--- src/design/health_table_retest_scheduler_defines.svh ---
// ----------------------------------------------------------------------------
// health_table_retest_scheduler_defines
// Assertion macros shared by the scheduler RTL. They expect i_clk and i_rst_n
// in the scope of the module that uses them.
// ----------------------------------------------------------------------------
`ifndef HEALTH_TABLE_RETEST_SCHEDULER_DEFINES_SVH
`define HEALTH_TABLE_RETEST_SCHEDULER_DEFINES_SVH
`ifndef SYNTHESIS
`define HTRS_ASSERT(lbl, prop) \
    lbl: assert property (@(posedge i_clk) disable iff (!i_rst_n) prop) \
        else $error("assertion failed");
`define HTRS_ASSERT_NEVER(lbl, cond) \
    lbl: assert property (@(posedge i_clk) disable iff (!i_rst_n) !(cond)) \
        else $error("forbidden condition");
`else
`define HTRS_ASSERT(lbl, prop)
`define HTRS_ASSERT_NEVER(lbl, cond)
`endif
`endif

--- src/design/hts_ram.sv ---
// ----------------------------------------------------------------------------
// hts_ram
// Simple dual-port synchronous RAM, registered read data.
// ----------------------------------------------------------------------------
`timescale 1ns / 1ps
`default_nettype none
module hts_ram #(
    parameter int WIDTH = 8,
    parameter int DEPTH = 64
) (
    input  wire                     i_clk,
    input  wire                     i_we,
    input  wire [$clog2(DEPTH)-1:0] i_waddr,
    input  wire [WIDTH-1:0]         i_wdata,
    input  wire                     i_re,
    input  wire [$clog2(DEPTH)-1:0] i_raddr,
    output logic [WIDTH-1:0]        o_rdata
);
    logic [WIDTH-1:0] r_mem [DEPTH];

    always_ff @(posedge i_clk) begin
        if (i_we) begin
            r_mem[i_waddr] <= i_wdata;
        end
        if (i_re) begin
            o_rdata <= r_mem[i_raddr];
        end
    end
endmodule
`default_nettype wire

--- config.mk ---
export PLATFORM = sky130hd
export DESIGN_NAME = hts_ram
export DESIGN_NICKNAME = d
export VERILOG_FILES = /design/src/design/health_table_retest_scheduler_defines.svh /design/src/design/hts_ram.sv
export SDC_FILE = /design/constraint.sdc
export NUM_CORES = 1
export LEC_CHECK = 0
export BUFFER_PORTS_ARGS = -buffer_cell sky130_fd_sc_hd__buf_2
export CAP_MARGIN = 25
export CORE_UTILIZATION = 40
export DETAILED_ROUTE_END_ITERATION = 10
export MAX_ROUTING_LAYER = met4
export PLACE_DENSITY = 0.53
export SLEW_MARGIN = 20
export SYNTH_ARGS = -nofsm -noshare
export SYNTH_HDL_FRONTEND = slang
export SYNTH_SLANG_ARGS = --single-unit
--- constraint.sdc ---
create_clock -name i_clk -period 3.1 [get_ports i_clk]
set_input_delay 0.62 -clock i_clk [delete_from_list [all_inputs] [get_ports i_clk]]
set_output_delay 0.62 -clock i_clk [all_outputs]
set_load 0.05 [all_outputs]
* Yosys cells after proc, flatten, opt, wreduce, memory -nomap -nowiden
Memory sizes are Yosys's and may differ from the RTL's. A register that Yosys moved wholly into a read port is not among the register bits. Index checks and enable logic that the tools add are counted.
Word-level totals: memories 1, output and inout port bits 8, flip-flop bits (word level) 0, logic and storage cells 3, RAM bits 512
Operators by class: muxes and demuxes 2
Memory list:
- r_mem | depth 64, width 8, rd ports 1, clocked after Yosys merged registers in 1, wr ports 1, RTL line hts_ram.sv:19 | logic [WIDTH-1:0] r_mem [DEPTH];
Operators by type and width (number):
- 2-to-1 mux 1 bit | 2

* Longest topological paths before layout
depth after elaboration 2, mapped depth 9, depth with buffers taken out 5

* Worst setup path before layout
OpenSTA, ideal clock, no wires.
kind input to register, from in i_raddr[1], to reg o_rdata[3], read port of r_mem (data pin), library setup time 0.266 ns, data required time 2.834 ns, buffers on the path 3, path slack 0.674 ns, arrival time 2.160 ns, stages on the path 7, cell sequence buf_4 -> buf_2 -> buf_2 -> mux4_2 -> mux4_2 -> o21ai_1 -> o41ai_1
RTL lines:
- start: declaration | RTL line hts_ram.sv:16 | input wire [$clog2(DEPTH)-1:0] i_raddr,
- end: declaration | RTL line hts_ram.sv:17 | output logic [WIDTH-1:0] o_rdata

==> flow_summary.yaml <==
worst_hold_path:
  hp-class: "primary input to flip-flop"
timing:
  fin_skew_ns: 0.00905
  rsz0062_at_grt: "false"
  tightest_slew_ns: 0.935
  final_hold_viol_count: 0
  finalCritPeriodShare_pct: 77.6
  final.min_clock_period_ns: 2.41
  tns_ns: 0
  relSlewSlack_pct: 37.7
  slew_viol_final: 0
  finalSetupViolations: 0
  fmax_mhz: 416
floorplan:
  io_pins: 31
  initial_core_util_pct: 40.4
  placementRows: 82
  die_y_um: 227
  core_area_sq_um: 50100
  fp.dieW_um: 227
  dieArea_sq_um: 51500
routing:
  drt-total-wl_um: 48600
  post_drt_wl_per_cell_um: 26.8
  detail-route-antenna-nets: 0
  drt_iter0_drc: 1099
  dr_total_vias: 9945
  post_drt_via_cell_ratio: 5.49
  drcViolationCount: 0
  first_pass_iters: 5
yosys:
  netlist_instances: 940
  synth_enable_flop_cells: 520
  synth_seq_cells: 520
  syn_nets: 963
  synthFlopType: "edfxtp_1"
  seq_area_frac_synth_pct: 77.1
  synth_area_sq_um: 20200
  synth_top_cell_area_share_pct: 77.1
  ys_warn_count: 0
  synth_area_leaders: "edfxtp_1 (77%), mux4_2 (14%), nor2_1 (1.5%)"
  synthArstFlopShare_pct: 0
  syn_avg_cell_area_sq_um: 21.5
  synth_cell_types: 39
  yosysTopAreaCell: "edfxtp_1"
cts:
  post-cts-setup-buffers: 0
  path_clk_slew_ns: 0.06
  cts_tree: "yes"
  cts_hold_buffers: 0
  ctsRootBufferMaster: "clkbuf_16"
  clock_path_buffers: 3
  cts_sinks: 520
  htree_levels: 2
  clock_latency_ns: 0.60
  cts_resized: 0
  numCtsBuffers: 53
finish:
  drive_gt1_share_pct: 32.5
  area_delta_synth_final_pct: 17.3
  layout_commonest_cell: "edfxtp_1"
  final_cell_mix: "edfxtp_1 (520), mux4_2 (126), buf_4 (108), nor2_1 (83), clkbuf_16 (55)"
  utilization_pct: 47.5
  final_nets: 1113
power_and_ir_drop:
  vdd_drop_max_v: 0.000369
  combPwrFrac_pct: 5.3
  pwr_density_cell_nw_per_um2: 641
  power.switching_mw: 3.15
  p_int_mw: 12.1
  p_leak_nw: 7.62
  power_switching_share_pct: 20.7
  seqPwrFrac_pct: 51.3
  p_clk_share_pct: 43.4
  p_total_mw: 15.2
flow_run:
  cap_violations: 0
run_status:
  status: "complete, no violations"
worst_setup_path:
  required_ns: 3.43
  path_cells: "clkbuf_8, mux4_2, mux2_2, o221a_2, nor3_1, buf_4, o32ai_1"
  cp-end-kind: "flip-flop"
  crit_path_start_kind: "primary input"
  slowest_stage: "mux4_2"
  critPathKind: "primary input to flip-flop"
  cpPeakStageDelay_ns: 0.57
  cp_data_arrival_time_ns: 2.74
  crit_fanout: 23
global_route:
  grt_pass1_wl_um: 71400
  grt_max_degree: 50
  grt_pass1_vias: 10000
  track_usage_pct: 20.3
  antenna_found_initial: 7
  grt.overflow.total: 0
placed_design:
  place_congestion: 0.819
  dp_hpwl_um: 31100
  io_buffers: 30
synth_stat cells (2+ instances only):
master / instances
clkbuf_1: 17
a211oi_1: 4
a221oi_1: 6
o2111ai_1: 3
nor4_1: 2
nand4_1: 2
mux2_2: 13
a21oi_1: 3
nor2b_1: 14
o221ai_1: 8
buf_1: 4
edfxtp_1: 520
o21a_1: 2
buf_4: 13
buf_6: 4
buf_12: 2
o221a_2: 2
o21ai_0: 2
o21ai_1: 2
nand3_1: 13
o41ai_1: 2
nor2_1: 83
mux2i_1: 23
a2111oi_0: 2
nand2_1: 19
o2bb2ai_1: 3
nand3b_1: 3
o22ai_1: 8
nor3_1: 7
mux4_2: 126
o32ai_1: 2
buf_2: 11
a22oi_1: 3
nand2b_1: 7
critical path: cells and delay by family:
kind	cells	cell delay, ns
mux	2	0.85
buf+inv	2	0.50
simple gates	1	0.39
compound gates	2	0.34
power groups by stage:
| stage | Clock, mW | Combinational, mW | Sequential (mW) |
|---|---|---|---|
| after detailed placement | 0 | 0.815 | 7.97 |
| after global placement | 0 | 0.802 | 7.97 |
| final | 6.62 | 0.802 | 7.82 |
| after floorplan | 0 | 0.415 | 7.99 |
| after global routing | 7.00 | 0.856 | 7.82 |
| after CTS | 6.77 | 0.815 | 7.82 |
final timing paths:
path / startpoint / endpoint / slack (ns) / depth (start not counted)
setup / recovery: i_raddr[0] / o_rdata[6] / 0.69 / 7
hold / removal: i_re / o_rdata[7] / 0.39 / 1
setup reg to reg: r_mem[21][6] / o_rdata[6] / 0.81 / 6
hold reg to reg: r_mem[31][6] / o_rdata[6] / 0.91 / 3
layer usage:
layer	up-vias	global-route usage, %	wire length [um]
met3	67	3.42	2900
met1	5316	28.7	21900
met5	-	-	0
li1	4244	-	-
met4	0	6.17	1090
met2	318	30.3	22700
kinds of logic (layout without fill, tap and decap cells):
| family | Yosys count | after routing | synth area share [%] |
|---|---|---|---|
| mux | 162 | 162 | 15.9 |
| other cells | 0 | 5 | 0 |
| simple gates | 153 | 153 | 3.37 |
| buf+inv | 51 | 244 | 1.56 |
| flops | 520 | 520 | 77.1 |
| compound gates | 54 | 54 | 2.06 |
cell type report:
class	count	area, sq um
clock inverters	33	394
fillers	4195	26300
repair buffers	146	1170
flip-flops and latches	520	15600
well taps	672	841
diodes	5	12.5
multi-input cells	369	4320
clock buffers	65	1410
metrics by stage:
stage | hold WS [ns] | setup slack [ns] | std cells | cell area, sq um
2_1_floorplan | 0.719 | 0.674 | 940 | 20200
3_3_place_gp | 0.883 | 0.0557 | 1706 | 21900
3_5_place_dp | 0.913 | 0.0461 | 1707 | 21900
4_1_cts | 0.351 | 0.691 | 1805 | 23700
5_1_grt | 0.375 | 0.645 | 1809 | 23800
6_report | 0.390 | 0.695 | 1810 | 23800
state kept, by name (all words and copies together) (netlist names):
signal and flops:
r_mem 512, o_rdata 8
No activity file was read; power rests on OpenSTA's default activity.
