### src/design/health_table_retest_scheduler_defines.svh
// ----------------------------------------------------------------------------
// health_table_retest_scheduler_defines
// Assertion macros shared by the scheduler RTL. They expect i_clk and i_rst_n
// in the scope of the module that uses them.
// ----------------------------------------------------------------------------
`ifndef HEALTH_TABLE_RETEST_SCHEDULER_DEFINES_SVH
`define HEALTH_TABLE_RETEST_SCHEDULER_DEFINES_SVH
`ifndef SYNTHESIS
`define HTRS_ASSERT(lbl, prop) \
    lbl: assert property (@(posedge i_clk) disable iff (!i_rst_n) prop) \
        else $error("assertion failed");
`define HTRS_ASSERT_NEVER(lbl, cond) \
    lbl: assert property (@(posedge i_clk) disable iff (!i_rst_n) !(cond)) \
        else $error("forbidden condition");
`else
`define HTRS_ASSERT(lbl, prop)
`define HTRS_ASSERT_NEVER(lbl, cond)
`endif
`endif

### src/design/hts_pkg.sv
// ----------------------------------------------------------------------------
// hts_pkg
// Types and constants of the health table retest scheduler.
// ----------------------------------------------------------------------------
`timescale 1ns / 1ps
`default_nettype none
package hts_pkg;
    localparam int ENTRIES   = 64;
    localparam int SLOT_W    = 6;
    localparam int BATCH_MAX = 50;
    localparam int CNT_W     = 6;
    localparam int CFG_IDX_W = 3;
    localparam int CFG_DAT_W = 16;

    localparam logic [1:0] FUNC_ADD    = 2'd0;
    localparam logic [1:0] FUNC_REPORT = 2'd1;
    localparam logic [1:0] FUNC_SELECT = 2'd2;
    localparam logic [1:0] FUNC_REMOVE = 2'd3;

    localparam logic [2:0] ST_ADDED    = 3'd0;
    localparam logic [2:0] ST_PROMOTED = 3'd1;
    localparam logic [2:0] ST_EXISTS   = 3'd2;
    localparam logic [2:0] ST_UPDATED  = 3'd3;
    localparam logic [2:0] ST_NOTFOUND = 3'd4;
    localparam logic [2:0] ST_REMOVED  = 3'd5;
    localparam logic [2:0] ST_SELECTED = 3'd6;

    localparam logic [1:0] CLS_NEW     = 2'd0;
    localparam logic [1:0] CLS_FLAGGED = 2'd1;
    localparam logic [1:0] CLS_STALE   = 2'd2;
    localparam logic [1:0] CLS_BACKOFF = 2'd3;

    localparam logic [CFG_IDX_W-1:0] CFG_BATCH   = 3'd0;
    localparam logic [CFG_IDX_W-1:0] CFG_BOOST   = 3'd1;
    localparam logic [CFG_IDX_W-1:0] CFG_RECHECK = 3'd2;
    localparam logic [CFG_IDX_W-1:0] CFG_SHORT   = 3'd3;
    localparam logic [CFG_IDX_W-1:0] CFG_MID     = 3'd4;
    localparam logic [CFG_IDX_W-1:0] CFG_LONG    = 3'd5;
    localparam logic [CFG_IDX_W-1:0] CFG_DEAD    = 3'd6;

    localparam logic [7:0] FAIL_MID  = 8'd5;
    localparam logic [7:0] FAIL_LONG = 8'd10;

    typedef struct packed {
        logic        alive;
        logic        flag;
        logic [7:0]  fail_run;
        logic [31:0] test_count;
        logic [31:0] pass_count;
        logic [15:0] latency;
        logic [31:0] created;
        logic [31:0] last_test;
        logic [31:0] last_alive;
        logic [31:0] boost_end;
    } t_rec;

    localparam int REC_W = $bits(t_rec);

    typedef struct packed {
        logic [5:0]  batch_limit;
        logic [15:0] boost;
        logic [15:0] recheck;
        logic [15:0] back_short;
        logic [15:0] back_mid;
        logic [15:0] back_long;
        logic [7:0]  dead_limit;
    } t_cfg;

    typedef struct packed {
        logic        due;
        logic [1:0]  cls;
        logic        boosted;
        logic [31:0] tests;
    } t_cand;

    typedef struct packed {
        logic              re;
        logic [SLOT_W-1:0] raddr;
        logic              we;
        logic [SLOT_W-1:0] waddr;
    } t_mem_cmd;

    typedef struct packed {
        logic [2:0]        status;
        logic [SLOT_W-1:0] slot;
        logic [1:0]        cls;
        logic              boosted;
        logic [31:0]       tests;
    } t_rsp;
endpackage
`default_nettype wire

### src/design/hts_if.sv
// ----------------------------------------------------------------------------
// hts_if
// Request, result and configuration channels with valid/ready transfer.
// ----------------------------------------------------------------------------
`timescale 1ns / 1ps
`default_nettype none
interface hts_req_if;
    import hts_pkg::*;
    logic              valid;
    logic              ready;
    logic [1:0]        func;
    logic [SLOT_W-1:0] slot_index;
    logic [31:0]       now_seconds;
    logic              urgent;
    logic              test_passed;
    logic              declare_dead;
    logic [15:0]       measured_latency;
    modport source (output valid, func, slot_index, now_seconds, urgent,
                    test_passed, declare_dead, measured_latency, input ready);
    modport sink (input valid, func, slot_index, now_seconds, urgent,
                  test_passed, declare_dead, measured_latency, output ready);
endinterface

interface hts_rsp_if;
    import hts_pkg::*;
    logic              valid;
    logic              ready;
    logic [2:0]        status;
    logic [SLOT_W-1:0] result_slot;
    logic [1:0]        priority_class;
    logic              is_boosted;
    logic [31:0]       tests_so_far;
    logic              last_of_run;
    modport source (output valid, status, result_slot, priority_class, is_boosted,
                    tests_so_far, last_of_run, input ready);
    modport sink (input valid, status, result_slot, priority_class, is_boosted,
                  tests_so_far, last_of_run, output ready);
endinterface

`default_nettype wire

### src/design/hts_rank.sv
// ----------------------------------------------------------------------------
// hts_rank
// Classifies one record for retest: due flag, class, boost state.
// ----------------------------------------------------------------------------
`timescale 1ns / 1ps
`default_nettype none
module hts_rank (
    input  wire hts_pkg::t_rec i_rec,
    input  wire                i_en,
    input  wire [31:0]         i_now,
    input  wire hts_pkg::t_cfg i_cfg,
    output hts_pkg::t_cand     o_cand
);
    import hts_pkg::*;

    logic [32:0] w_alive_lim;
    logic [32:0] w_fail_lim;
    logic [15:0] w_wait;

    always_comb begin
        if (i_rec.fail_run >= FAIL_LONG) begin
            w_wait = i_cfg.back_long;
        end else if (i_rec.fail_run >= FAIL_MID) begin
            w_wait = i_cfg.back_mid;
        end else begin
            w_wait = i_cfg.back_short;
        end
        w_alive_lim = {1'b0, i_rec.last_test} + {17'd0, i_cfg.recheck};
        w_fail_lim  = {1'b0, i_rec.last_test} + {17'd0, w_wait};

        o_cand.boosted = i_rec.boost_end > i_now;
        o_cand.tests   = i_rec.test_count;
        o_cand.cls     = CLS_NEW;
        o_cand.due     = 1'b0;
        if (i_rec.test_count == 32'd0) begin
            o_cand.due = 1'b1;
        end else if (i_rec.flag) begin
            o_cand.cls = CLS_FLAGGED;
            o_cand.due = 1'b1;
        end else if (i_rec.alive) begin
            o_cand.cls = CLS_STALE;
            o_cand.due = {1'b0, i_now} > w_alive_lim;
        end else if (i_rec.fail_run != 8'd0) begin
            o_cand.cls = CLS_BACKOFF;
            o_cand.due = {1'b0, i_now} > w_fail_lim;
        end
        o_cand.due = o_cand.due & i_en;
    end
endmodule
`default_nettype wire

### src/design/hts_ctrl.sv
// ----------------------------------------------------------------------------
// hts_ctrl
// Operation sequencer: read-modify-write of records, select scan, results.
// ----------------------------------------------------------------------------
`timescale 1ns / 1ps
`default_nettype none
`include "health_table_retest_scheduler_defines.svh"
module hts_ctrl (
    input  wire                i_clk,
    input  wire                i_rst_n,
    input  wire hts_pkg::t_cfg i_cfg,
    hts_req_if.sink            i_req,
    hts_rsp_if.source          o_rsp,
    output hts_pkg::t_mem_cmd  o_mem,
    output hts_pkg::t_rec      o_wdata,
    input  wire hts_pkg::t_rec i_rdata
);
    import hts_pkg::*;

    localparam logic [2:0] S_IDLE   = 3'd0;
    localparam logic [2:0] S_OP     = 3'd1;
    localparam logic [2:0] S_SCAN   = 3'd2;
    localparam logic [2:0] S_DECIDE = 3'd3;
    localparam logic [2:0] S_FLUSH  = 3'd4;

    logic [2:0]        r_state;
    logic [1:0]        r_func;
    logic [SLOT_W-1:0] r_slot;
    logic [31:0]       r_now;
    logic              r_hp;
    logic              r_pass;
    logic              r_dead;
    logic [15:0]       r_lat;
    logic [ENTRIES-1:0] r_valid;
    logic [ENTRIES-1:0] r_picked;
    logic [SLOT_W:0]   r_ra;
    logic              r_dv;
    logic [SLOT_W-1:0] r_dslot;
    logic              r_best_v;
    logic [34:0]       r_best_key;
    t_rsp              r_best;
    logic              r_pend_v;
    t_rsp              r_pend;
    logic [CNT_W-1:0]  r_cnt;
    logic [CNT_W-1:0]  r_limit;
    logic              r_out_v;
    t_rsp              r_out;
    logic              r_out_last;

    logic              w_accept;
    logic              w_out_free;
    logic [CNT_W-1:0]  w_lim;
    logic              w_cur_valid;
    t_rec              w_rec;
    t_cand             w_cand;
    logic [34:0]       w_key;
    logic              w_take;
    t_rec              n_rec;
    logic [2:0]        n_status;
    logic              n_we;
    logic [32:0]       w_end;
    logic [31:0]       w_until;
    logic [7:0]        w_fail;
    logic [CNT_W-1:0]  n_cnt;

    assign w_accept   = i_req.valid && (r_state == S_IDLE);
    assign i_req.ready = (r_state == S_IDLE);
    assign w_out_free = !r_out_v || o_rsp.ready;
    assign w_lim = (i_cfg.batch_limit > CNT_W'(BATCH_MAX)) ? CNT_W'(BATCH_MAX)
                                                          : i_cfg.batch_limit;
    assign n_cnt = r_cnt + 1'b1;

    assign w_cur_valid = (r_state == S_SCAN) ? (r_valid[r_dslot] && !r_picked[r_dslot])
                                             : r_valid[r_slot];
    assign w_rec = w_cur_valid ? i_rdata : '0;

    hts_rank u_rank (
        .i_rec  (w_rec),
        .i_en   (w_cur_valid),
        .i_now  (r_now),
        .i_cfg  (i_cfg),
        .o_cand (w_cand)
    );

    assign w_key  = {!w_cand.boosted, w_cand.cls, w_cand.tests};
    assign w_take = r_dv && w_cand.due && (!r_best_v || (w_key < r_best_key));

    // record update for add, report, remove
    always_comb begin
        w_end   = {1'b0, r_now} + {17'd0, i_cfg.boost};
        w_until = w_end[32] ? 32'hFFFF_FFFF : w_end[31:0];
        if (r_dead) begin
            w_fail = i_cfg.dead_limit;
        end else if (w_rec.fail_run != 8'hFF) begin
            w_fail = w_rec.fail_run + 8'd1;
        end else begin
            w_fail = w_rec.fail_run;
        end
        n_rec    = w_rec;
        n_we     = 1'b0;
        n_status = ST_NOTFOUND;
        case (r_func)
            FUNC_ADD: begin
                if (w_cur_valid) begin
                    if (r_hp) begin
                        n_we     = 1'b1;
                        n_status = ST_PROMOTED;
                        n_rec.flag = 1'b1;
                        if (w_until > w_rec.boost_end) begin
                            n_rec.boost_end = w_until;
                        end
                    end else begin
                        n_status = ST_EXISTS;
                    end
                end else begin
                    n_we       = 1'b1;
                    n_status   = ST_ADDED;
                    n_rec      = '0;
                    n_rec.flag = 1'b1;
                    n_rec.created   = r_now;
                    n_rec.boost_end = r_hp ? w_until : 32'd0;
                end
            end
            FUNC_REPORT: begin
                if (w_cur_valid) begin
                    n_we      = 1'b1;
                    n_status  = ST_UPDATED;
                    n_rec.last_test = r_now;
                    if (w_rec.test_count != 32'hFFFF_FFFF) begin
                        n_rec.test_count = w_rec.test_count + 32'd1;
                    end
                    n_rec.flag      = 1'b0;
                    n_rec.boost_end = 32'd0;
                    if (r_pass) begin
                        n_rec.alive    = 1'b1;
                        n_rec.latency  = r_lat;
                        n_rec.fail_run = 8'd0;
                        if (w_rec.pass_count != 32'hFFFF_FFFF) begin
                            n_rec.pass_count = w_rec.pass_count + 32'd1;
                        end
                        n_rec.last_alive = r_now;
                    end else begin
                        n_rec.fail_run = w_fail;
                        if (w_fail >= i_cfg.dead_limit) begin
                            n_rec.alive   = 1'b0;
                            n_rec.latency = 16'd0;
                        end
                    end
                end
            end
            FUNC_REMOVE: begin
                if (w_cur_valid) begin
                    n_status = ST_REMOVED;
                end
            end
            default: begin
            end
        endcase
    end

    always_comb begin
        o_mem.re    = 1'b0;
        o_mem.raddr = i_req.slot_index;
        if (w_accept) begin
            o_mem.re = 1'b1;
        end else if (r_state == S_SCAN && !r_ra[SLOT_W]) begin
            o_mem.re    = 1'b1;
            o_mem.raddr = r_ra[SLOT_W-1:0];
        end
        o_mem.we    = (r_state == S_OP) && w_out_free && n_we;
        o_mem.waddr = r_slot;
    end
    assign o_wdata = n_rec;

    assign o_rsp.valid          = r_out_v;
    assign o_rsp.status         = r_out.status;
    assign o_rsp.result_slot    = r_out.slot;
    assign o_rsp.priority_class = r_out.cls;
    assign o_rsp.is_boosted     = r_out.boosted;
    assign o_rsp.tests_so_far   = r_out.tests;
    assign o_rsp.last_of_run    = r_out_last;

    always_ff @(posedge i_clk) begin
        if (!i_rst_n) begin
            r_state  <= S_IDLE;
            r_valid  <= '0;
            r_picked <= '0;
            r_out_v  <= 1'b0;
            r_pend_v <= 1'b0;
            r_dv     <= 1'b0;
            r_best_v <= 1'b0;
            r_cnt    <= '0;
            r_limit  <= '0;
            r_ra     <= '0;
        end else begin
            if (o_rsp.ready) begin
                r_out_v <= 1'b0;
            end
            r_dv <= 1'b0;
            unique case (r_state)
                S_IDLE: begin
                    if (w_accept) begin
                        r_func <= i_req.func;
                        r_slot <= i_req.slot_index;
                        r_now  <= i_req.now_seconds;
                        r_hp   <= i_req.urgent;
                        r_pass <= i_req.test_passed;
                        r_dead <= i_req.declare_dead;
                        r_lat  <= i_req.measured_latency;
                        if (i_req.func == FUNC_SELECT) begin
                            r_limit  <= w_lim;
                            r_cnt    <= '0;
                            r_picked <= '0;
                            r_pend_v <= 1'b0;
                            r_ra     <= '0;
                            r_best_v <= 1'b0;
                            if (w_lim != '0) begin
                                r_state <= S_SCAN;
                            end
                        end else begin
                            r_state <= S_OP;
                        end
                    end
                end
                S_OP: begin
                    if (w_out_free) begin
                        r_out_v    <= 1'b1;
                        r_out      <= '{status: n_status, slot: r_slot, cls: CLS_NEW,
                                        boosted: 1'b0, tests: 32'd0};
                        r_out_last <= 1'b1;
                        if (r_func == FUNC_ADD && n_status == ST_ADDED) begin
                            r_valid[r_slot] <= 1'b1;
                        end
                        if (n_status == ST_REMOVED) begin
                            r_valid[r_slot] <= 1'b0;
                        end
                        r_state <= S_IDLE;
                    end
                end
                S_SCAN: begin
                    if (!r_ra[SLOT_W]) begin
                        r_ra    <= r_ra + 1'b1;
                        r_dv    <= 1'b1;
                        r_dslot <= r_ra[SLOT_W-1:0];
                    end
                    if (w_take) begin
                        r_best_v   <= 1'b1;
                        r_best_key <= w_key;
                        r_best     <= '{status: ST_SELECTED, slot: r_dslot, cls: w_cand.cls,
                                        boosted: w_cand.boosted, tests: w_cand.tests};
                    end
                    if (r_ra[SLOT_W] && !r_dv) begin
                        r_state <= S_DECIDE;
                    end
                end
                S_DECIDE: begin
                    if (!r_pend_v || w_out_free) begin
                        if (r_pend_v) begin
                            r_out_v    <= 1'b1;
                            r_out      <= r_pend;
                            r_out_last <= !r_best_v;
                        end
                        if (r_best_v) begin
                            r_pend_v <= 1'b1;
                            r_pend   <= r_best;
                            r_picked[r_best.slot] <= 1'b1;
                            r_cnt    <= n_cnt;
                            r_best_v <= 1'b0;
                            r_ra     <= '0;
                            r_state  <= (n_cnt == r_limit) ? S_FLUSH : S_SCAN;
                        end else begin
                            r_pend_v <= 1'b0;
                            r_state  <= S_IDLE;
                        end
                    end
                end
                S_FLUSH: begin
                    if (w_out_free) begin
                        r_out_v    <= 1'b1;
                        r_out      <= r_pend;
                        r_out_last <= 1'b1;
                        r_pend_v   <= 1'b0;
                        r_state    <= S_IDLE;
                    end
                end
                default: begin
                    r_state <= S_IDLE;
                end
            endcase
        end
    end

    `HTRS_ASSERT_NEVER(a_pend_in_idle, (r_state == S_IDLE) && r_pend_v)
    `HTRS_ASSERT_NEVER(a_cnt_over_limit, (r_state != S_IDLE) && (r_cnt > r_limit))
    `HTRS_ASSERT(a_pick_count, (r_state == S_SCAN) |-> ($countones(r_picked) == r_cnt))
    `HTRS_ASSERT_NEVER(a_write_outside_op, o_mem.we && (r_state != S_OP))
endmodule
`default_nettype wire

### src/flat_wrapper.sv
// flat-port wrapper written by rule: the top's interface ports become plain ports
module hts_ctrl_flat import hts_pkg::*;
  (i_clk, i_rst_n, i_cfg, o_mem, o_wdata, i_rdata, i_req_valid, i_req_func, i_req_slot_index, i_req_now_seconds, i_req_urgent, i_req_test_passed, i_req_declare_dead, i_req_measured_latency, i_req_ready, o_rsp_valid, o_rsp_status, o_rsp_result_slot, o_rsp_priority_class, o_rsp_is_boosted, o_rsp_tests_so_far, o_rsp_last_of_run, o_rsp_ready);
  hts_req_if i_req_i ();
  hts_rsp_if o_rsp_i ();
  input  wire i_clk;
  input  wire i_rst_n;
  input  wire hts_pkg::t_cfg i_cfg;
  output hts_pkg::t_mem_cmd o_mem;
  output hts_pkg::t_rec o_wdata;
  input  wire hts_pkg::t_rec i_rdata;
  input wire logic [$bits(i_req_i.valid)-1:0] i_req_valid;
  input wire logic [$bits(i_req_i.func)-1:0] i_req_func;
  input wire logic [$bits(i_req_i.slot_index)-1:0] i_req_slot_index;
  input wire logic [$bits(i_req_i.now_seconds)-1:0] i_req_now_seconds;
  input wire logic [$bits(i_req_i.urgent)-1:0] i_req_urgent;
  input wire logic [$bits(i_req_i.test_passed)-1:0] i_req_test_passed;
  input wire logic [$bits(i_req_i.declare_dead)-1:0] i_req_declare_dead;
  input wire logic [$bits(i_req_i.measured_latency)-1:0] i_req_measured_latency;
  output wire logic [$bits(i_req_i.ready)-1:0] i_req_ready;
  output wire logic [$bits(o_rsp_i.valid)-1:0] o_rsp_valid;
  output wire logic [$bits(o_rsp_i.status)-1:0] o_rsp_status;
  output wire logic [$bits(o_rsp_i.result_slot)-1:0] o_rsp_result_slot;
  output wire logic [$bits(o_rsp_i.priority_class)-1:0] o_rsp_priority_class;
  output wire logic [$bits(o_rsp_i.is_boosted)-1:0] o_rsp_is_boosted;
  output wire logic [$bits(o_rsp_i.tests_so_far)-1:0] o_rsp_tests_so_far;
  output wire logic [$bits(o_rsp_i.last_of_run)-1:0] o_rsp_last_of_run;
  input wire logic [$bits(o_rsp_i.ready)-1:0] o_rsp_ready;
  assign i_req_i.valid = i_req_valid;
  assign i_req_i.func = i_req_func;
  assign i_req_i.slot_index = i_req_slot_index;
  assign i_req_i.now_seconds = i_req_now_seconds;
  assign i_req_i.urgent = i_req_urgent;
  assign i_req_i.test_passed = i_req_test_passed;
  assign i_req_i.declare_dead = i_req_declare_dead;
  assign i_req_i.measured_latency = i_req_measured_latency;
  assign i_req_ready = i_req_i.ready;
  assign o_rsp_valid = o_rsp_i.valid;
  assign o_rsp_status = o_rsp_i.status;
  assign o_rsp_result_slot = o_rsp_i.result_slot;
  assign o_rsp_priority_class = o_rsp_i.priority_class;
  assign o_rsp_is_boosted = o_rsp_i.is_boosted;
  assign o_rsp_tests_so_far = o_rsp_i.tests_so_far;
  assign o_rsp_last_of_run = o_rsp_i.last_of_run;
  assign o_rsp_i.ready = o_rsp_ready;
  hts_ctrl u_core (.i_clk(i_clk), .i_rst_n(i_rst_n), .i_cfg(i_cfg), .i_req(i_req_i), .o_rsp(o_rsp_i), .o_mem(o_mem), .o_wdata(o_wdata), .i_rdata(i_rdata));
endmodule
### config.mk
export PLATFORM = sky130hd
export DESIGN_NAME = hts_ctrl_flat
export DESIGN_NICKNAME = d
export VERILOG_FILES = /design/src/design/hts_pkg.sv /design/src/design/hts_if.sv /design/src/design/hts_rank.sv /design/src/design/hts_ctrl.sv /design/src/flat_wrapper.sv
export VERILOG_INCLUDE_DIRS = /design/src /design/src/design
export SDC_FILE = /design/constraint.sdc
export NUM_CORES = 1
export LEC_CHECK = 0
export BUFFER_PORTS_ARGS = -buffer_cell sky130_fd_sc_hd__buf_2
export CORE_MARGIN = 10
export CORE_UTILIZATION = 40
export CTS_BUF_LIST = sky130_fd_sc_hd__clkbuf_8
export DETAILED_ROUTE_END_ITERATION = 10
export GPL_ROUTABILITY_DRIVEN = 0
export GPL_TIMING_DRIVEN = 0
export HOLD_SLACK_MARGIN = 0.03
export SLEW_MARGIN = 20
export SYNTH_ARGS = -nofsm -noshare
export SYNTH_HDL_FRONTEND = slang
export SYNTH_HIERARCHICAL = 1
export SYNTH_SLANG_ARGS = --single-unit
### constraint.sdc
create_clock -name i_clk -period 15.15 [get_ports i_clk]
set_input_delay 1.515 -clock i_clk [delete_from_list [all_inputs] [get_ports i_clk]]
set_output_delay 1.515 -clock i_clk [all_outputs]
set_load 0.03 [all_outputs]
# Word-level counts from Yosys, hierarchy flattened
# Index checks and enable logic that the tools add are counted.
dict set report totals {
  in_bits 375
  register_bits 381
  wordCells 245
}
dict set report classes {
  order_cmp 14
  bitwise 6
  n_eq_ne 24
  reduce_logical 48
  n_addsub 8
  mux 111
}
# cell n
set ops {}
lappend ops {{$mux 64} 9}
lappend ops {{$mux 32} 10}
lappend ops {{$mux 218} 1}
lappend ops {{$pmux 96 s2} 1}
lappend ops {{$mux 184} 1}
lappend ops {{$pmux 90 s2} 1}
lappend ops {{$mux 44} 4}
lappend ops {{$pmux 44 s3} 1}
lappend ops {{$or 64x64->64} 2}
lappend ops {{$pmux 64 s2} 1}
lappend ops {{$add 32x16->33} 3}
lappend ops {{$mux 96} 1}
lappend ops {{$mux 90} 1}
lappend ops {{$gt 32x33->1} 2}
lappend ops {{$add 32x1->32 const B} 2}
lappend ops {{$and 64x64->64} 1}
lappend ops {{$gt 32x32->1} 2}
lappend ops {{$mux 16} 4}
lappend ops {{$ne 32x32->1 const B} 2}
lappend ops {{$not 64->64} 1}
lappend ops {{$mux 7} 6}
lappend ops {{$mux 3} 12}
lappend ops {{$mux 6} 6}
lappend ops {{$lt 35x35->1} 1}
lappend ops {{other kinds (48)} 136}

# Longest topological paths before layout
# Gate-level depths: netlist of the first run.
dict set report logic_depth {
  depth_word 20
  ltp_mapped 44
}

# Cells and area by module
# Netlist of the first run, hierarchy kept.
# module seq_area_each_um2 n_inst cells_each area_per_inst_um2
set by_module_without_submodules {}
lappend by_module_without_submodules {hts_ctrl 8878.5 1 2627 22348.9}
lappend by_module_without_submodules {hts_rank 0.0 1 666 4853.4}

# Worst setup path after synthesis of the first run
# OpenSTA, ideal clock, no wires.
dict set report synth_path {
  path_kind {reg-to-reg}
  startpoint {register u_core.r_slot[1]}
  endpoint {register u_core/r_best[32] (netlist name), enable pin}
  n_path_buf 6
  path_slack_ns 4.448
  setup_ns 0.467
  arrival_ns 10.236
  t_required_ns 14.683
  stages_incl_launch_ff 43
  period_less_slack_ns 10.702
  cell_sequence {edfxtp_1 > buf_4 > buf_6 > or3_1 > o311ai_0 > a22oi_1 > o221ai_1 > nor4_2 > nor3_4 > inv_4 > buf_2 > buf_2 > clkbuf_1 > and2_1 > nor4_1 > nand2b_1 > a21oi_1 > buf_2 > (+7 left out) > a31oi_4 > nor3_1 > xnor2_1 > ha_1 > nand4_1 > or2_2 > nor3_1 > a2111oi_0 > nand2_1 > a21oi_1 > o31ai_1 > nand3_1 > nand2_1 > a2111oi_0 > o21ai_0 > a21oi_1 > o21ai_0 > a31oi_1}
}
# element line
set synth_lines {}
lappend synth_lines {{start, declared} hts_ctrl.sv:28} ;# logic [SLOT_W-1:0] r_slot;
lappend synth_lines {{start signal, assigned} hts_ctrl.sv:204} ;# r_slot <= i_req.slot_index;
lappend synth_lines {{end signal, assigned} hts_ctrl.sv:249} ;# r_best <= '{status: ST_SELECTED, slot: r_dslot, cls: w_cand.cls,
lappend synth_lines {{end, declared} hts_ctrl.sv:41} ;# t_rsp r_best;

==> reports/metrics.cfg, run 1 <==
[run_status]
outcome=finished, final reports clean

[timing]
worst_pin_slew_ps=1170
slew_violations=0
worst_slack_ps=2360
timing.setup.tns_ps=0
hold_viol_final=0
post-route-period-util_pct=84.4
fin_crit_ps=12790
fin_skew_ps=34.7
holdWs_ps=431
rsz0062_at_grt=false
fmax_mhz=78.2
maxSlewHeadroom_pct=21.4
setup_viol=0

[setup_path]
crit_end=u_core/r_best[37]$_DFFE_PP_
rr_worst_depth=42
cp.arrival_ps=13150
startpoint=u_core/r_slot[3]$_DFFE_PP_
crit_slowest_cell=a211oi_1
worstSetupStartpointType=register
worstSetupPathType=reg2reg
reg2reg_to=u_core/r_best[37]$_DFFE_PP_
crit_path_frequent_cell=o21ai_0
endpoint_kind=register
cpPeakStageDelay_ps=790
critical_path_peak_fanout=18
r2r_slack_ps=2360
required_ps=15510
r2r-start=u_core/r_slot[3]$_DFFE_PP_

[floorplanning]
die_area_um2=77500
die_x_um=278
initial_core_util_pct=40.5
ioPinCount=654
core-area_um2=66000
die-height_um=278
rows=94

[synthesis]
syn_area_um2=26700
avgSynthCellArea_um2=8.32
syn_inst=3213
ys_warn_count=6
synth_nets=3814

[final_layout]
drive_gt1_share_pct=23.5
layout.nets=4546
syn2layout_area_growth_pct=22.2
final_cells=4870

[clocking]
htreeDepth=3
postCtsSetupRepairBufs=0
numCtsBuffers=66
clk_latency_ps=670
cts.path.max_buffers=3
cts_hold_buf=0
clock-sinks=347
cts-resized-gates=0
path_clk_slew_ps=60
cts-root-buf=clkbuf_8
tritoncts=built

[grt]
grt_max_degree=37
grt_use_total_pct=32.2
grt_overflow=0
grt_pass1_vias=26900
antenna_found_initial=28
grt_pass1_wl_mm=185

[route]
via_count=28000
drt-initial-drc-count=2735
drc_errors=0
dr.pass1.iters=6
avgViaCountPerCell=5.75
final_antenna_net_count=0
wl_per_cell_um=26.9
wl_mm=131

[power]
p_clk_share_pct=29.8
swShare_pct=39.9
p_int_mw=1.89
comb_power_share_pct=37.0
peakVddDrop_mv=0.0612
sequentialPowerShare_pct=33.2
power.leakage_nw=14.4
power.net_switching_mw=1.25
power_density_nw_per_um2=96.2

[place]
dp.cells=4741
preCtsSetupSlack_ps=2720
hpwl_mm=108
port_buffers=651

[job]
maxCapViolations=0

[min_path]
hp-class=reg2reg

==> worst min-delay path by stage <==
stage | start | to | slack (ps) | cells past startpoint
after floorplan | u_core/r_best[32]$_DFFE_PP_ | u_core/r_pend[32]$_DFFE_PP_ | 400 | 0
after global placement | u_core/r_best[32]$_DFFE_PP_ | u_core/r_pend[32]$_DFFE_PP_ | 430 | 0
after detailed placement | u_core/r_best[32]$_DFFE_PP_ | u_core/r_pend[32]$_DFFE_PP_ | 420 | 0
after CTS | u_core/r_best[32]$_DFFE_PP_ | u_core/r_pend[32]$_DFFE_PP_ | 430 | 0
after global routing | u_core/r_best[32]$_DFFE_PP_ | u_core/r_pend[32]$_DFFE_PP_ | 440 | 0
final | u_core/r_best[32]$_DFFE_PP_ | u_core/r_pend[32]$_DFFE_PP_ | 430 | 0
==> power by group through the flow <==
stage	clock network [mW]	logic (mW)	registers, mW
after global routing	0.995	1.25	1.04
after global placement	0	1.12	1.07
after CTS	0.957	1.14	1.04
final	0.934	1.16	1.04
after floorplan	0	0.710	1.06
after detailed placement	0	1.14	1.06
==> layer usage <==
metal,up-vias,part of all wire [%],wire length (um),GRT usage [%]
met1,13200,39,51300,38.6
met3,304,9.3,12200,8.85
li1,13000,-,-,-
met4,28,5.5,7170,15.8
met2,1474,46,60100,52.7
met5,-,0.15,200,0
==> metrics by stage <==
stage | utilization (%) | instance area [um^2] | power [mW]
CTS | 49.4 | 32600 | 3.14
finish | 49.5 | 32600 | 3.14
detailed placement | 47.4 | 31300 | 2.20
global route | 49.5 | 32600 | 3.28
floorplan | - | 26700 | 1.77
global placement | 47.1 | 31100 | 2.19
==> cell usage in the layout (no fill, tap or decap), types with 89 or more instances in the layout <==
cell type / count
ha_1: 223
buf_2: 698
a21o_1: 89
inv_1: 185
clkbuf_1: 91
a21oi_1: 361
nor2_1: 268
o21ai_0: 134
and2_1: 118
dfxtp_1: 154
edfxtp_1: 193
nand2_1: 374
==> worst max-delay path: cells and delay by family (launching register included) <==
family                   cells  cell delay, ps
adder cells (fa/ha/maj)      2             790
AND/OR/NAND/NOR             10            3130
AO/OA/AOI/OAI               20            5250
XOR/XNOR                     1             210
flip-flops                   1             340
buffers and inverters        9            2730
==> state kept, by name, summed over array words and instances, names as in the netlist, 7 cells and up, named ones only <==
register                   cells
u_core/r_pend                 41
u_core/r_picked               64
u_core/r_valid                63
u_core/r_best                  7
u_core/r_now                  32
u_core/o_rsp.tests_so_far     32
u_core/r_ra                    7
u_core/r_best_key             35
u_core/r_lat                  16
==> final cells by class <==
cell class,count,area [um^2]
Buffer,200,1020
Fill cell,6650,33300
Sequential cell,347,8880
Tap cell,864,1080
Clock buffer,74,1020
Inverter,170,641
Timing Repair Buffer,664,3460
Clock inverter,44,284
Multi-Input combinational cell,2496,16200
Antenna cell,11,27.5
Power figures use the tool's default switching activity.
==> inputs of run 2 (changes only) <==
- clock period: 15.15 -> 13.3 ns (I/O delays scaled with it)
==> run 2 against run 1 <==
Net effect: sequential cell count did not move; via count barely moved; maximum frequency rose by 2.5%; critical endpoint unchanged; combinational power rose by 14%.
==> reports/metrics.cfg, run 2 (synthesized netlist as in run 1, its figures left out) <==
[clocking]
numCtsBuffers=66
tritoncts=built
cts-root-buf=clkbuf_8
htreeDepth=3
cts.path.max_buffers=3
clock-sinks=347
clk_latency_ps=670
path_clk_slew_ps=60
postCtsSetupRepairBufs=0

[final_layout]
mostFrequentLayoutCell=buf_2
largest_reg_flops=64
ff_latch_area_um2=8880
drive_gt1_share_pct=23.5
regMostFlops=u_core/r_picked
fillers=6650
reg_top3=u_core/r_picked: 64 flops, u_core/r_valid: 63 flops, u_core/r_pend: 41 flops
layout.nets=4546
syn2layout_area_growth_pct=22.2
layout_common_cells=buf_2, nand2_1, a21oi_1
multi_input_area_um2=16200

[setup_path]
worstSetupStartpointType=register
reg2reg_to=u_core/r_best[37]$_DFFE_PP_
r2r_slack_ps=820
cpPeakStageDelay_ps=800
endpoint_kind=register
worstSetupPathType=reg2reg
required_ps=13660
r2r-start=u_core/r_slot[3]$_DFFE_PP_
rr_worst_depth=42
crit_slowest_cell=nor4_1
cp.arrival_ps=12840
critical_path_peak_fanout=18
crit_path_frequent_cell=o21ai_0

[power]
power.leakage_nw=14.4
peakVddDrop_mv=0.0697
p_total_mw=3.58
sequentialPowerShare_pct=33.2
power_density_nw_per_um2=110
p_clk_share_pct=29.8
swShare_pct=39.9
comb_power_share_pct=37.0
p_int_mw=2.15
power.net_switching_mw=1.43

[timing]
hold_viol_final=0
post-route-period-util_pct=93.8
fin_skew_ps=34.7
maxSlewHeadroom_pct=21.4
slew_violations=0
fmax_mhz=80.1
rsz0062_at_grt=false
worst_pin_slew_ps=1170
worst_slack_ps=822
setup_viol=0
timing.setup.tns_ps=0
fin_crit_ps=12480

[grt]
grt_use_total_pct=32.2
grt_pass1_wl_mm=185
grt_overflow=0
grt_pass1_vias=26900
antenna_found_initial=28
grt_max_degree=37

[job]
maxCapViolations=0

[min_path]
hold_end=u_core/r_pend[32]$_DFFE_PP_
hp-class=reg2reg
min_path_cells=0
min-delay-start=u_core/r_best[32]$_DFFE_PP_

[route]
final_antenna_net_count=0
wl_mm=131
dr.pass1.iters=5
route.met2.wl_mm=60.1
wl_met1_mm=51.3
wl_per_cell_um=26.9
top_layer_used=met5
drc_errors=0
avgViaCountPerCell=5.75
drt-initial-drc-count=2741
met3_length_mm=12.1
via_count=28000

[floorplanning]
die_area_um2=77500
ioPinCount=654
initial_core_util_pct=40.5
rows=94
die-height_um=278
core-area_um2=66000
die_x_um=278

[place]
port_buffers=651
hpwl_mm=108
preCtsSetupSlack_ps=871

[run_status]
outcome=finished, final reports clean

-- run 2: cell type report --
cell class	count	share of cell area, %
buffer	200	3.12
clock buffer	74	3.12
sequential	347	27.2
tap	864	3.31
multi-input combinational	2496	49.7
timing repair buffer	664	10.6
inverter	170	1.96
clock inverter	44	0.870
antenna	11	0.0843
-- run 2: worst max-delay path by stage --
stage,start,to,slack [ps]
after floorplan,u_core/r_slot[1]$_DFFE_PP_,u_core/r_best[32]$_DFFE_PP_,2620
after global placement,u_core/r_dslot[0]$_DFFE_PP_,u_core/r_best[35]$_DFFE_PP_,-2700
after detailed placement,u_core/r_slot[3]$_DFFE_PP_,u_core/r_best[35]$_DFFE_PP_,870
after CTS,u_core/r_slot[3]$_DFFE_PP_,u_core/r_best[35]$_DFFE_PP_,770
after global routing,u_core/r_dslot[1]$_DFFE_PP_,u_core/r_best[35]$_DFFE_PP_,250
final,u_core/r_slot[3]$_DFFE_PP_,u_core/r_best[37]$_DFFE_PP_,820
-- run 2: layer usage --
metal  GRT usage [%]  vias to the layer above
met4            15.8                       28
met2            52.7                     1451
li1                -                    13000
met3            8.85                      305
met1            38.6                    13200
met5               0                        -
-- run 2: power groups by stage --
stage	combinational (mW)	sequential, mW	clock (mW)
final	1.32	1.19	1.06
after global routing	1.42	1.19	1.13
after floorplan	0.808	1.21	0
after detailed placement	1.30	1.21	0
after global placement	1.28	1.21	0
after CTS	1.30	1.19	1.09
-- run 2: timing repair --
item                       4_1_cts  5_1_grt
hold endpoints to repair         0        0
setup endpoints to repair        0       10
hold buffers                     0        0
gates resized for setup          0        1
-- run 2: critical path, delay by kind of cell, from the launching register on --
| kind | cells | cell delay [ps] |
|---|---|---|
| AOI/OAI and AO/OA | 20 | 5010 |
| buffers and inverters | 9 | 2730 |
| DFF | 1 | 340 |
| and+or+nand+nor | 10 | 3070 |
| xor gates and xnor gates | 1 | 190 |
| adders and majority gates | 2 | 790 |
-- run 2: through the flow --
step                area, um^2  hold slack [ps]  util, %  cells
floorplan                26700              400        -   3213
global placement         31100              427     47.1   4728
detailed placement       31300              417     47.4   4741
CTS                      32600              431     49.4   4859
global route             32600              436     49.5   4864
finish                   32600              429     49.5   4870
